**config.mk**
```make
export PLATFORM = sky130hd
export DESIGN_NAME = configurable_crc32_engine_top
export DESIGN_NICKNAME = d
export VERILOG_FILES = /design/src/rtl/cce_pkg.sv /design/src/rtl/cce_front.sv /design/src/rtl/cce_back.sv /design/src/rtl/configurable_crc32_engine_top.sv
export SDC_FILE = /design/constraint.sdc
export NUM_CORES = 1
export LEC_CHECK = 0
export ABC_AREA = 0
export BUFFER_PORTS_ARGS = -buffer_cell sky130_fd_sc_hd__buf_2
export CORE_MARGIN = 5
export CORE_UTILIZATION = 57
export DETAILED_ROUTE_END_ITERATION = 7
export PLACE_DENSITY = 0.77
export SYNTH_ARGS = -nofsm -noshare
export SYNTH_HDL_FRONTEND = slang
export SYNTH_HIERARCHICAL = 1
export SYNTH_SLANG_ARGS = --single-unit
```
**constraint.sdc**
```tcl
create_clock -name clk -period 7.8 [get_ports clk]
set_clock_uncertainty 0.2 [all_clocks]
set_input_delay 0 -clock clk [delete_from_list [all_inputs] [get_ports clk]]
set_output_delay 0 -clock clk [all_outputs]
set_load 0.05 [all_outputs]
```
**src/rtl/cce_pkg.sv**
```systemverilog
// ----------------------------------------------------------------------------
// cce_pkg
// Types, constants and bit functions shared by the crc32 engine modules.
// ----------------------------------------------------------------------------
package cce_pkg;

  localparam int QUEUE_DEPTH = 2;
  localparam int QPTR_W      = $clog2(QUEUE_DEPTH);
  localparam int QCNT_W      = $clog2(QUEUE_DEPTH + 1);

  localparam logic [31:0] POLY_RESET = 32'h04C11DB7;
  localparam logic [31:0] INIT_RESET = 32'hFFFFFFFF;
  localparam logic [31:0] XOUT_RESET = 32'hFFFFFFFF;
  localparam logic        BIGE_RESET = 1'b0;

  typedef enum logic [1:0] {
    REG_POLYNOMIAL     = 2'd0,
    REG_INIT_VALUE     = 2'd1,
    REG_XOR_OUT        = 2'd2,
    REG_BIG_ENDIAN_OUT = 2'd3
  } cfg_reg_e;

  typedef struct packed {
    logic [7:0] data_byte;
    logic       start_of_message;
    logic       end_of_message;
  } crc_req_t;

  typedef struct packed {
    logic [31:0] running_crc;
    logic [31:0] final_crc;
    logic        message_done;
  } crc_res_t;

  // classified request as it waits between front and back
  typedef struct packed {
    logic       load_init;
    logic       last;
    logic [7:0] data;
  } crc_cmd_t;

  typedef struct packed {
    logic [31:0] rpoly;
    logic [31:0] init_value;
    logic [31:0] xor_out;
    logic        big_endian_out;
  } crc_cfg_t;

  function automatic logic [31:0] reverse32(input logic [31:0] v);
    logic [31:0] r;
    for (int i = 0; i < 32; i++) begin
      r[i] = v[31 - i];
    end
    return r;
  endfunction

  function automatic logic [31:0] swap_bytes(input logic [31:0] v);
    return {v[7:0], v[15:8], v[23:16], v[31:24]};
  endfunction

  // eight lsb-first shift steps of the reflected crc
  function automatic logic [31:0] absorb_byte(input logic [31:0] crc,
                                              input logic [7:0]  data,
                                              input logic [31:0] rpoly);
    logic [31:0] r;
    r = crc ^ {24'd0, data};
    for (int i = 0; i < 8; i++) begin
      if (r[0]) begin
        r = (r >> 1) ^ rpoly;
      end else begin
        r = r >> 1;
      end
    end
    return r;
  endfunction

endpackage

```
**src/rtl/cce_front.sv**
```systemverilog
// ----------------------------------------------------------------------------
// cce_front
// Accepts requests, classifies them into commands and holds them in a short
// queue until the back end takes them.
// ----------------------------------------------------------------------------
module cce_front (
  input  logic              clk,
  input  logic              rst,
  input  logic              push,
  output logic              full,
  input  cce_pkg::crc_req_t request,
  output logic              cmd_valid,
  input  logic              cmd_take,
  output cce_pkg::crc_cmd_t cmd
);

  cce_pkg::crc_cmd_t                  slots [cce_pkg::QUEUE_DEPTH];
  logic [cce_pkg::QPTR_W-1:0]         wr_ptr, wr_ptr_next;
  logic [cce_pkg::QPTR_W-1:0]         rd_ptr, rd_ptr_next;
  logic [cce_pkg::QCNT_W-1:0]         count, count_next;
  logic                               enq, deq;
  cce_pkg::crc_cmd_t                  new_cmd;

  assign full      = (count == cce_pkg::QCNT_W'(cce_pkg::QUEUE_DEPTH));
  assign cmd_valid = (count != '0);
  assign cmd       = slots[rd_ptr];
  assign enq       = push && !full;
  assign deq       = cmd_take && cmd_valid;

  always_comb begin
    new_cmd.load_init = request.start_of_message;
    new_cmd.last      = request.end_of_message;
    new_cmd.data      = request.data_byte;
  end

  always_comb begin
    wr_ptr_next = wr_ptr;
    rd_ptr_next = rd_ptr;
    count_next  = count;
    if (enq) begin
      wr_ptr_next = (wr_ptr == cce_pkg::QPTR_W'(cce_pkg::QUEUE_DEPTH - 1)) ? '0 : wr_ptr + 1'b1;
    end
    if (deq) begin
      rd_ptr_next = (rd_ptr == cce_pkg::QPTR_W'(cce_pkg::QUEUE_DEPTH - 1)) ? '0 : rd_ptr + 1'b1;
    end
    unique case ({enq, deq})
      2'b10:   count_next = count + 1'b1;
      2'b01:   count_next = count - 1'b1;
      default: count_next = count;
    endcase
  end

  always_ff @(posedge clk) begin
    if (rst) begin
      wr_ptr <= '0;
      rd_ptr <= '0;
      count  <= '0;
    end else begin
      wr_ptr <= wr_ptr_next;
      rd_ptr <= rd_ptr_next;
      count  <= count_next;
    end
  end

  always_ff @(posedge clk) begin
    if (enq) begin
      slots[wr_ptr] <= new_cmd;
    end
  end

  a_count_bound: assert property (@(posedge clk) disable iff (rst)
    count <= cce_pkg::QCNT_W'(cce_pkg::QUEUE_DEPTH))
    else $error("queue count beyond depth");

  a_count_up: assert property (@(posedge clk) disable iff (rst)
    (enq && !deq) |=> count == $past(count) + 1'b1)
    else $error("queue count missed a write");

  a_head_held: assert property (@(posedge clk) disable iff (rst)
    (cmd_valid && !cmd_take) |=> $stable(rd_ptr))
    else $error("queue head moved without a take");

endmodule

```
**src/rtl/cce_back.sv**
```systemverilog
// ----------------------------------------------------------------------------
// cce_back
// Runs one byte per cycle, unless a result waits unpopped, through the
// reflected crc register; the result sits in an output register until popped.
// ----------------------------------------------------------------------------
module cce_back (
  input  logic              clk,
  input  logic              rst,
  input  cce_pkg::crc_cfg_t cfg,
  input  logic              cmd_valid,
  output logic              cmd_take,
  input  cce_pkg::crc_cmd_t cmd,
  output logic              empty,
  input  logic              pop,
  output cce_pkg::crc_res_t result
);

  logic [31:0]       crc, crc_next;
  logic              res_valid;
  cce_pkg::crc_res_t res_next;
  logic [31:0]       seed;
  logic [31:0]       fin;

  assign cmd_take = cmd_valid && (!res_valid || pop);
  assign empty    = !res_valid;

  always_comb begin
    seed     = cmd.load_init ? cfg.init_value : crc;
    crc_next = cce_pkg::absorb_byte(seed, cmd.data, cfg.rpoly);
    fin      = crc_next ^ cfg.xor_out;
    res_next.running_crc  = crc_next;
    res_next.final_crc    = cfg.big_endian_out ? cce_pkg::swap_bytes(fin) : fin;
    res_next.message_done = cmd.last;
  end

  always_ff @(posedge clk) begin
    if (rst) begin
      crc       <= cce_pkg::INIT_RESET;
      res_valid <= 1'b0;
    end else begin
      if (cmd_take) begin
        crc       <= crc_next;
        res_valid <= 1'b1;
      end else if (pop) begin
        res_valid <= 1'b0;
      end
    end
  end

  always_ff @(posedge clk) begin
    if (cmd_take) begin
      result <= res_next;
    end
  end

  a_take_fills: assert property (@(posedge clk) disable iff (rst)
    cmd_take |=> res_valid)
    else $error("taken command left no result");

  a_crc_hold: assert property (@(posedge clk) disable iff (rst)
    !cmd_take |=> $stable(crc))
    else $error("crc register changed without a command");

  a_running_match: assert property (@(posedge clk) disable iff (rst)
    cmd_take |=> result.running_crc == crc)
    else $error("result disagrees with crc register");

endmodule

```
**src/rtl/configurable_crc32_engine_top.sv**
```systemverilog
// ----------------------------------------------------------------------------
// configurable_crc32_engine_top
// Reflected crc-32 over a byte stream with programmable polynomial, initial
// value, final xor and output byte order.
//
//   channel   handshake             payload
//   request   push / full           request   (data_byte, start, end)
//   result    empty / pop           result    (running, final, done)
//   config    cfg_valid / cfg_ready cfg_index, cfg_data
//
// one byte per clock sustained unless a result waits unpopped
// a pushed request passes a queue slot and then the result register
// a two-entry command queue and the result register decouple the two sides
// full rises only when the queue holds two commands and the result is stalled
// reset puts the registers at their defaults and the crc register at all ones
// ----------------------------------------------------------------------------
module configurable_crc32_engine_top (
  input  logic              clk,
  input  logic              rst,
  input  logic              push,
  output logic              full,
  input  cce_pkg::crc_req_t request,
  output logic              empty,
  input  logic              pop,
  output cce_pkg::crc_res_t result,
  input  logic              cfg_valid,
  output logic              cfg_ready,
  input  logic [1:0]        cfg_index,
  input  logic [31:0]       cfg_data
);

  logic [31:0]       polynomial;
  logic [31:0]       init_value;
  logic [31:0]       xor_out;
  logic              big_endian_out;
  cce_pkg::crc_cfg_t cfg;
  cce_pkg::crc_cmd_t cmd;
  logic              cmd_valid;
  logic              cmd_take;

  assign cfg_ready = 1'b1;

  always_ff @(posedge clk) begin
    if (rst) begin
      polynomial     <= cce_pkg::POLY_RESET;
      init_value     <= cce_pkg::INIT_RESET;
      xor_out        <= cce_pkg::XOUT_RESET;
      big_endian_out <= cce_pkg::BIGE_RESET;
    end else if (cfg_valid && cfg_ready) begin
      unique case (cce_pkg::cfg_reg_e'(cfg_index))
        cce_pkg::REG_POLYNOMIAL:     polynomial     <= cfg_data;
        cce_pkg::REG_INIT_VALUE:     init_value     <= cfg_data;
        cce_pkg::REG_XOR_OUT:        xor_out        <= cfg_data;
        cce_pkg::REG_BIG_ENDIAN_OUT: big_endian_out <= cfg_data[0];
        default: ;
      endcase
    end
  end

  // engine shifts right, so it wants the polynomial lsb-first
  always_comb begin
    cfg.rpoly          = cce_pkg::reverse32(polynomial);
    cfg.init_value     = init_value;
    cfg.xor_out        = xor_out;
    cfg.big_endian_out = big_endian_out;
  end

  cce_front u_front (
    .clk       (clk),
    .rst       (rst),
    .push      (push),
    .full      (full),
    .request   (request),
    .cmd_valid (cmd_valid),
    .cmd_take  (cmd_take),
    .cmd       (cmd)
  );

  cce_back u_back (
    .clk       (clk),
    .rst       (rst),
    .cfg       (cfg),
    .cmd_valid (cmd_valid),
    .cmd_take  (cmd_take),
    .cmd       (cmd),
    .empty     (empty),
    .pop       (pop),
    .result    (result)
  );

endmodule
```
# == After elaboration in Yosys (flattened, before gate mapping) ==
# Memory sizes are Yosys's and may differ from the RTL's. A register that Yosys moved wholly into a read port is not among the register bits.
# Cells that the tools add are included.
# word_totals
out_inout_bits,68
n_memories,1
reg_bits,199
input_bits,49
ram_bits,20
wordCells,66
# memory_table
name,depth,width,rd,rd_ports_with_merged_regs,wr,line_no,source
u_front.slots,2,10,1,1,1,cce_front.sv:17,cce_pkg::crc_cmd_t slots [cce_pkg::QUEUE_DEPTH];
# op_classes
bitwise,10
add_sub_neg,4
n_reduce_logical,14
n_eq_ne,6
mux,19
# ops
operator,n
$mux 32,10
$xor 31x32->32,8
$xor 32x32->32,1
$xor 32x8->32,1
$eq 2x2->1 const B,4
$mux 1,8
$reduce_and 2->1,4
$reduce_bool 2->1,3
$eq 2x1->1 const B,2
$pmux 2 s2,1
$logic_and 1x1->1,3
$add 1x1->1 const B,2
$add 2x1->2 const B,1
$logic_not 1->1,2
$logic_not 2->1,1
$sub 2x1->2 const B,1
$logic_or 1x1->1,1

# == Depth between registers and ports, before layout ==
# Gate-level depths: netlist of run 1.
# logic_depth
word_depth,20
mapped_depth,20
ltp_nobuf,15

# == Cells and area by module ==
# Netlist of run 1, hierarchy kept.
# modules_own_cells
mod,cells_each,n_inst,area_each_um2,seq_area_each_um2
cce_back,963,1,9306.4,2612.5
configurable_crc32_engine_top,376,1,3866.2,1941.9
cce_front,57,1,944.7,700.7

# == Worst setup path after synthesis of run 1 ==
# No wires, ideal clock.
# synth_timing
path_kind,register -> register
startpoint,register (tool-made name)
endpoint,register u_back/result[15] (netlist name)
stages_incl_launch_ff,19
path_slack_ns,3.140
setup_ns,0.279
t_arrival_ns,4.181
t_required_ns,7.321
period_less_slack_ns,4.660
n_path_buf,4
path_cell_list,dfxtp_1 > buf_2 > mux2_2 > buf_6 > mux2i_4 > mux2_4 > o211ai_2 > nand4_1 > and2_1 > buf_6 > a32o_1 > a31oi_1 > o32ai_2 > or3_4 > a31oi_4 > buf_4 > o21ai_2 > xnor3_1 > mux2i_1

==> flow_summary.yaml, run 1 <==
hold_path:
  hold_depth: 4
  hold_path.class: "primary input to flip-flop"
  hp-start: "cfg_index[0]"
  hold_end: "polynomial[24]$_SDFFE_PP0P_"
route:
  wl_um: 37500
  viasPerCell: 5.76
  route.detailed.drc: 0
  drtIter0Drc: 1147
  vias: 10673
  drtAntennaViolNets: 0
  dr.pass1.iters: 5
  wl_per_cell_um: 20.2
placed_design:
  io_buffers: 115
  gp_congestion: 0.907
  hpwl_um: 24400
worst_setup_path:
  r2r_setup_slack_ns: 1.31
  crit_buf_inv: 2
  end_kind: "flip-flop"
  rr_worst_depth: 16
  max_stage_delay_ns: 0.75
  rr_endpoint: "u_back/result[21]$_DFFE_PP_"
  arrival_ns: 6.65
  crit_required_ns: 7.96
  critPathKind: "flip-flop to flip-flop"
  cp_slowest_cell: "and4_4"
  crit_path_max_fanout: 30
  crit_path_start_kind: "flip-flop"
  crit_chain: "mux2_2 > mux2i_4 > xor2_2 > nand4_1 > nand4_1 > and2_1 > o31ai_2 > o21ai_2 > buf_4 > nand3_1 > xnor3_2 > and4_4 > buf_4 > o21ai_4 > xnor3_1 > mux2i_1"
  cp_top_family: "simple AND/OR/NAND/NOR gates"
synth:
  syn-mean-instance-area_sq_um: 10.1
  async_reset_ff_frac: 0
  synth_compound_area_frac: 0.110
  synth_xor_area_frac: 0.212
  yosysTopAreaCellShare: 0.191
  ys.flop_type: "dfxtp_1"
  yosys-top-cells-area: "dfxtp_1, edfxtp_1, xnor2_1"
  yosys_register_bits: 220
  yosysSeqAreaShare: 0.372
  synth_commonest_cells: "xnor2_1, mux2i_1, dfxtp_1"
  synthSimpleGateAreaFrac: 0.132
  yosysMostFrequentCell: "xnor2_1"
  yosys.area_share.adder: 0.000886
  synthCells: 1396
  synth_cell_types: 77
  synth_top_cell_by_area: "dfxtp_1"
  muxShareOfSynthArea: 0.126
  syn_area_sq_mm: 0.0141
  synth_top_family_by_area: "XOR/XNOR gates"
  synth_edf_count: 85
  synth_nets: 1446
  yosys_warnings: 6
floorplanning:
  core-area_sq_mm: 0.0243
  fp.dieArea_sq_mm: 0.0280
  rows: 57
  start_util: 0.580
  die_w_um: 167
  die_h_um: 167
  num_io_pins: 117
sta:
  min_period_ns: 6.49
  max_freq_mhz: 154
  rsz0062_at_grt: "false"
  slew-limit-headroom: 0.254
  finalHoldViolations: 0
  tightest_slew_ns: 1.12
  tns_ns: 0
  slew_viol_final: 0
  finalCritPeriodShare: 0.832
  finalSetupViolations: 0
finish:
  diodes: 0
  nets: 1561
  fillers: 1882
  syn_to_final_growth_pct: 13.5
  drive_above_1_share: 0.179
  final_core_util: 0.659
cts:
  cts_sinks: 220
  cts_buffers: 25
  clock_latency_ns: 0.53
  path_clk_slew_ns: 0.06
  cts.path.max_buffers: 3
  cts_tree: "built"
  htreeDepth: 1
  root_buffer: "clkbuf_16"
job:
  cap_violations: 0
grt:
  grt_usage: 0.261
  grt_pass1_wl_um: 58900
  antenna_found_initial: 0
  grt_pass1_vias: 10359
  grt_overflow: 0
  grt_max_degree: 95
status:
  status: "finished, final reports clean"
[cell families (layout without fill, tap and decap cells)]
group,Yosys count,after routing
other,1,1
multiplexers,173,173
AO/OA/AOI/OAI,193,193
adder cells (fa/ha/maj),1,1
XOR/XNOR,284,284
AND/OR/NAND/NOR,412,412
flip-flops,220,220
buffers and inverters,112,246
[how the worst max path moves through the flow]
stage | start | to | cells past startpoint
after global placement | flip-flop | u_back/result[18]$_DFFE_PP_ | 16
after floorplan | flip-flop | u_back/result[15]$_DFFE_PP_ | 18
after global routing | flip-flop | u_back/result[21]$_DFFE_PP_ | 16
after CTS | flip-flop | u_back/result[21]$_DFFE_PP_ | 16
after detailed placement | flip-flop | u_back/result[21]$_DFFE_PP_ | 16
final | flip-flop | u_back/result[21]$_DFFE_PP_ | 16
[worst register-to-register path, delay by kind of cell, from the launching register on]
| kind | cells | cell delay (ns) |
|---|---|---|
| mux | 3 | 1.27 |
| simple gates | 5 | 1.80 |
| buf+inv | 2 | 0.69 |
| compound gates | 3 | 0.38 |
| xor+xnor | 3 | 1.39 |
| flops | 1 | 0.60 |
[placed cells by master (no fill, tap or decap), types with 3 or more instances in the layout]
master	count
buf_4	21
a21oi_1	42
o311ai_1	3
or3_1	6
dfxtp_1	134
nand4_1	4
xor2_1	37
and3_1	5
o21ai_4	21
xnor2_1	207
nor3_1	6
o21ai_2	8
xor3_1	4
o21ai_1	5
mux2i_1	159
clkbuf_1	6
edfxtp_1	85
o211ai_1	7
a21bo_2	26
clkbuf_16	25
and2_1	7
o21ai_0	43
xnor2_2	3
nand2_1	132
xnor3_1	27
nand3_1	72
a211o_1	5
clkbuf_8	4
buf_2	114
mux2_2	10
nor2_1	126
a22oi_1	3
clkinv_2	4
nand2b_1	40
xor2_2	4
inv_1	10
dlygate4sd3_1	53
[what timing repair did]
item                      in CTS  in global routing
gates resized for setup        0                  0
hold endpoints to repair     134                  0
setup buffers                  0                  0
hold buffers                  53                  0
[area by class of cell]
type                    count  area [sq um]  area share
repair buffers            188          1260      0.0785
inverters                  12          47.5     0.00297
flip-flops and latches    220          5260       0.328
clock buffers              35           703      0.0439
clock inverters            11           121     0.00757
well taps                 324           405      0.0253
multi-input cells        1064          8240       0.514
[per-layer routing]
metal / GRT usage / wire [um]
met5: 0 / 0
met2: 0.422 / 17200
met1: 0.365 / 16300
met3: 0.0417 / 3040
met4: 0.0734 / 939
[metrics by stage]
step,std cells,setup WS [ns],hold slack [ns],area [sq um]
2_1_floorplan,1396,3.14,-0.131,14100
4_1_cts,1854,1.39,0.00141,16000
5_1_grt,1854,1.01,0.00764,16000
3_3_place_gp,1755,1.57,-0.00931,14700
3_5_place_dp,1755,1.41,-0.00537,14700
6_report,1854,1.31,0.00725,16000
[sequential cells by signal (all words and copies together) (netlist names), named ones only]
| name | flops |
|---|---|
| u_back/res_valid | 1 |
| init_value | 32 |
| u_back/crc | 32 |
| u_front/count | 2 |
| u_back/result | 65 |
| u_front/wr_ptr | 1 |
| big_endian_out | 1 |
| xor_out | 32 |
| polynomial | 32 |
| u_front/slots | 20 |
| u_front/rd_ptr | 1 |
Power of run 1 is not shown: default switching activity piles up to over one toggle a cycle in this logic, so the estimate is an artifact.
==> inputs of run 2 (changes only) <==
ABC_AREA = 1   (was 0)
PLACE_DENSITY = 0.76   (was 0.77)
clock period = 6 ns   (was 7.8 ns; I/O delays follow)
==> run 2 against run 1 <==
Against the previous run: via count up 44%; critical endpoint is now u_back/result[10]$_DFFE_PP_; routed wire length rose by 41%; highest routed layer unchanged; synthesized cell count rose by 57%.
==> flow_summary.yaml, run 2 <==
synth:
  ys.flop_type: "dfxtp_1"
  async_reset_ff_frac: 0
  synth_nets: 2243
  yosys_warnings: 6
  yosys-top-cells-area: "dfxtp_1, edfxtp_1, nand2_1"
  yosysTopAreaCellShare: 0.183
  yosysSeqAreaShare: 0.356
  syn-mean-instance-area_sq_um: 6.74
  yosysMostFrequentCell: "nand2_1"
  syn_area_sq_mm: 0.0148
  synth_edf_count: 85
  synth_cell_types: 38
  yosys_register_bits: 220
  synth_commonest_cells: "nand2_1, nand3_1, inv_1"
  synthCells: 2193
  synth_top_cell_by_area: "dfxtp_1"
cts:
  cts.path.max_buffers: 3
  cts_tree: "built"
  cts_sinks: 220
  postCtsSetupRepairBufs: 0
  ctsHoldBuffers: 61
  cts_buffers: 25
  clock_latency_ns: 0.55
  path_clk_slew_ns: 0.06
  root_buffer: "clkbuf_16"
  htreeDepth: 1
  post_cts_resized: 0
finish:
  largest_reg_flops: 65
  fillers: 2295
  syn_to_final_growth_pct: 12.4
  area.sequential_sq_mm: 0.00526
  nets: 2323
  top_register: "u_back/result"
  final_common_cell: "nand2_1"
  multi_input_area_sq_mm: 0.00775
  drive_above_1_share: 0.109
  mostFrequentLayoutCells: "nand2_1, nand3_1, inv_1"
  diodes: 0
sta:
  finalCritPeriodShare: 0.940
  max_freq_mhz: 177
  finalHoldViolations: 0
  tightest_slew_ns: 1.21
  rsz0062_at_grt: "false"
  slew_viol_final: 0
  finalSetupViolations: 0
  tns_ns: 0
  min_period_ns: 5.64
  slew-limit-headroom: 0.192
worst_setup_path:
  rr_worst_depth: 31
  cp_slowest_cell: "nor2_4"
  r2r_setup_slack_ns: 0.36
  cpMostUsedCell: "nand2_1"
  crit_required_ns: 6.10
  rr_endpoint: "u_back/result[10]$_DFFE_PP_"
  max_stage_delay_ns: 0.49
  crit_path_max_fanout: 28
  crit_path_start_kind: "flip-flop"
  end_kind: "flip-flop"
  arrival_ns: 5.73
  critPathKind: "flip-flop to flip-flop"
floorplanning:
  fp.dieArea_sq_mm: 0.0292
  num_io_pins: 117
  core-area_sq_mm: 0.0258
  start_util: 0.573
  rows: 59
  die_h_um: 171
  die_w_um: 171
route:
  drtIter0Drc: 1558
  wl_per_cell_um: 20.1
  vias: 15346
  drtAntennaViolNets: 0
  dr.pass1.iters: 8
  wl_um: 52800
  viasPerCell: 5.84
  route.detailed.drc: 0
placed_design:
  gp_congestion: 0.957
  io_buffers: 115
  hpwl_um: 36100
job:
  cap_violations: 0
hold_path:
  hold_end: "u_front/slots[1][8]$_DFFE_PP_"
  hold_path.class: "primary input to flip-flop"
  hp-start: "request[0]"
  hold_depth: 2
grt:
  grt_usage: 0.358
  grt_pass1_wl_um: 81200
  grt_max_degree: 74
  antenna_found_initial: 0
  grt_overflow: 0
  grt_pass1_vias: 14341
status:
  status: "finished, final reports clean"
run 2: cell count changes after synthesis, moves of 17 or more:
cell	previous run	this run
nand2b_1	40	0
nor2_1	127	147
nand3_1	72	395
buf_2	21	52
nand2_1	132	664
nand2_2	0	17
nand4_1	4	81
inv_1	11	231
a21bo_2	26	0
xnor3_1	27	0
mux2i_1	159	1
o21ai_4	21	0
xnor2_1	208	72
run 2: metrics by stage:
step                hold slack [ns]  std cells  instance area (sq um)  utilization  setup slack (ns)
floorplan                    -0.101       2193                  14800            -              1.79
global placement            -0.0109       2520                  15100        0.586             0.786
detailed placement         -0.00776       2520                  15100        0.586             0.538
CTS                         0.00297       2627                  16600        0.644             0.524
global route                 0.0678       2627                  16600        0.644            0.0244
finish                       0.0626       2627                  16600        0.644             0.362
run 2: layout make-up:
class,count,area share
clock buffer,36,0.0427
tap,335,0.0253
inverter,244,0.0553
sequential,220,0.317
timing repair buffer,201,0.0829
multi-input combinational,1581,0.467
clock inverter,10,0.0103
run 2: routing by layer:
layer	up-vias	GRT usage	part of all wire
li1	7220	-	-
met1	7052	0.434	0.37
met2	868	0.588	0.46
met3	206	0.0617	0.095
met4	0	0.227	0.078
met5	-	0	0
run 2: critical path: cells and delay by family, from the launching register on:
kind | cells | cell delay [ns]
buffers and inverters | 6 | 1.43
and+or+nand+nor | 24 | 2.99
DFF | 1 | 0.33
muxes | 1 | 0.43
run 2: logic make-up (layout without fill, tap and decap cells):
logic type	after synthesis	after routing	synth area share
AOI/OAI and AO/OA	109	109	0.0394
xor gates and xnor gates	122	122	0.0723
adders and majority gates	1	1	0.000847
buffers and inverters	392	491	0.120
DFF	220	220	0.356
muxes	11	11	0.00830
other	1	1	0.000254
and+or+nand+nor	1337	1337	0.404
run 2: how the worst max path moves through the flow:
stage / startpoint / endpoint / slack (ns) / cells after the start
CTS: flip-flop / u_back/result[15]$_DFFE_PP_ / 0.52 / 31
floorplan: u_back/res_valid$_SDFFE_PP0P_ / u_front/count[1]$_SDFFE_PP0P_ / 1.79 / 14
detailed placement: flip-flop / u_back/result[9]$_DFFE_PP_ / 0.54 / 31
global placement: flip-flop / u_back/result[24]$_DFFE_PP_ / 0.79 / 31
global route: flip-flop / u_back/result[10]$_DFFE_PP_ / 0.02 / 31
finish: flip-flop / u_back/result[10]$_DFFE_PP_ / 0.36 / 31
Power of run 2 is left out for the same reason.
==> inputs of run 3 (changes only) <==
ABC_AREA = unset   (was 1)
PLACE_DENSITY = 0.77   (was 0.76)
SLEW_MARGIN = 10   (was unset)
==> run 3 against run 2 <==
Against the previous run: register-to-register slack gained 0.24 ns; non-clock buffer count up 7; sequential share of layout area increased by 0.87 points; maximum frequency is 4.5% higher; via count down 29%; global-route usage shrank 8.7 points.
==> flow_summary.yaml, run 3 (same netlist as run 1, synthesis figures left out) <==
status:
  status: "finished, final reports clean"
grt:
  grt_usage: 0.270
  antenna_found_initial: 0
  grt_overflow: 0
  grt_max_degree: 75
  grt_pass1_vias: 10675
  grt_pass1_wl_um: 61000
floorplanning:
  rows: 57
  die_w_um: 167
  num_io_pins: 117
  start_util: 0.580
  core-area_sq_mm: 0.0243
  die_h_um: 167
  fp.dieArea_sq_mm: 0.0280
sta:
  tns_ns: 0
  slew_viol_final: 0
  finalCritPeriodShare: 0.899
  holdWs_ns: 0.00371
  finalSetupViolations: 0
  min_period_ns: 5.39
  rsz0062_at_grt: "false"
  slew-limit-headroom: 0.223
  max_freq_mhz: 185
  tightest_slew_ns: 1.17
  finalHoldViolations: 0
worst_setup_path:
  rr_endpoint: "u_back/result[15]$_DFFE_PP_"
  cp_slowest_cell: "and4_4"
  rr_worst_depth: 15
  crit_path_max_fanout: 16
  max_stage_delay_ns: 0.57
  crit_chain: "mux2_2 > mux2i_4 > xor2_2 > nand3_1 > and3_1 > o211a_1 > or3_1 > a21oi_1 > nor3_1 > o21ai_1 > and4_4 > buf_12 > o21ai_2 > xnor3_1 > mux2i_1"
  crit_required_ns: 6.16
  critPathKind: "flip-flop to flip-flop"
  r2r_setup_slack_ns: 0.61
  end_kind: "flip-flop"
  cp_top_family: "simple AND/OR/NAND/NOR gates"
  crit_path_start_kind: "flip-flop"
  arrival_ns: 5.55
  crit_buf_inv: 1
finish:
  nets: 1581
  fin_area_sq_mm: 0.0162
  diodes: 0
  top_register: "u_back/result"
  largest_reg_flops: 65
  mostFrequentLayoutCells: "xnor2_1, mux2i_1, dfxtp_1"
  final_common_cell: "xnor2_1"
  drive_above_1_share: 0.184
  layout.cells.non_filler: 1874
  syn_to_final_growth_pct: 14.5
cts:
  cts.path.max_buffers: 3
  cts_tree: "built"
  post_cts_resized: 0
  ctsHoldBuffers: 59
  path_clk_slew_ns: 0.06
  postCtsSetupRepairBufs: 0
  htreeDepth: 1
  cts_buffers: 25
  cts_sinks: 220
  root_buffer: "clkbuf_16"
  clock_latency_ns: 0.53
placed_design:
  dp_cells: 1769
  hpwl_um: 26000
  gp_congestion: 0.931
  post_dp_cell_area_sq_mm: 0.0148
  io_buffers: 115
hold_path:
  hold_end: "polynomial[24]$_SDFFE_PP0P_"
  hp-start: "cfg_index[1]"
  hold_path.class: "primary input to flip-flop"
  hold_depth: 4
job:
  cap_violations: 0
route:
  wl_per_cell_um: 20.8
  dr.pass1.iters: 7
  vias: 10914
  viasPerCell: 5.82
  highest_layer: "met4"
  dr_wl_met3_um: 3360
  wl_um: 39000
  drtAntennaViolNets: 0
  route.detailed.drc: 0
  drtIter0Drc: 1124
  m1WireLength_um: 17100
  met2_length_um: 17900
[run 3: layer usage]
metal / vias up / GRT usage
met5: - / 0
met4: 0 / 0.0579
met3: 59 / 0.0460
met2: 507 / 0.433
met1: 5301 / 0.389
li1: 5047 / -
[run 3: worst max path at each step]
stage | slack (ns) | endpoint | cells past startpoint | startpoint
3_3_place_gp | 0.81 | u_back/result[22]$_DFFE_PP_ | 15 | flip-flop
6_report | 0.61 | u_back/result[15]$_DFFE_PP_ | 15 | flip-flop
3_5_place_dp | 0.73 | u_back/result[22]$_DFFE_PP_ | 15 | flip-flop
4_1_cts | 0.71 | u_back/result[15]$_DFFE_PP_ | 15 | flip-flop
5_1_grt | 0.37 | u_back/result[4]$_DFFE_PP_ | 15 | flip-flop
2_1_floorplan | 1.34 | u_back/result[15]$_DFFE_PP_ | 18 | flip-flop
[run 3: area by class of cell]
class                   count  area [sq um]
clock buffers              34           679
fillers                  1899          8160
repair buffers            208          1440
flip-flops and latches    220          5260
clock inverters            12          98.8
well taps                 324           405
inverters                  12          47.5
multi-input cells        1064          8240
[run 3: worst reg2reg max path: stages, from the launching register on]
cell	delay, ns
dfxtp_1	0.33
mux2_2	0.42
mux2i_4	0.33
xor2_2	0.56
nand3_1	0.21
and3_1	0.29
o211a_1	0.28
or3_1	0.39
a21oi_1	0.21
nor3_1	0.09
o21ai_1	0.33
and4_4	0.57
buf_12	0.31
o21ai_2	0.14
xnor3_1	0.40
mux2i_1	0.18
[run 3: through the flow]
step,utilization,setup slack [ns]
after detailed placement,0.608,0.730
after CTS,0.665,0.714
after floorplan,-,1.34
final,0.665,0.606
after global placement,0.608,0.811
after global routing,0.665,0.368
Power of run 3 is left out for the same reason.
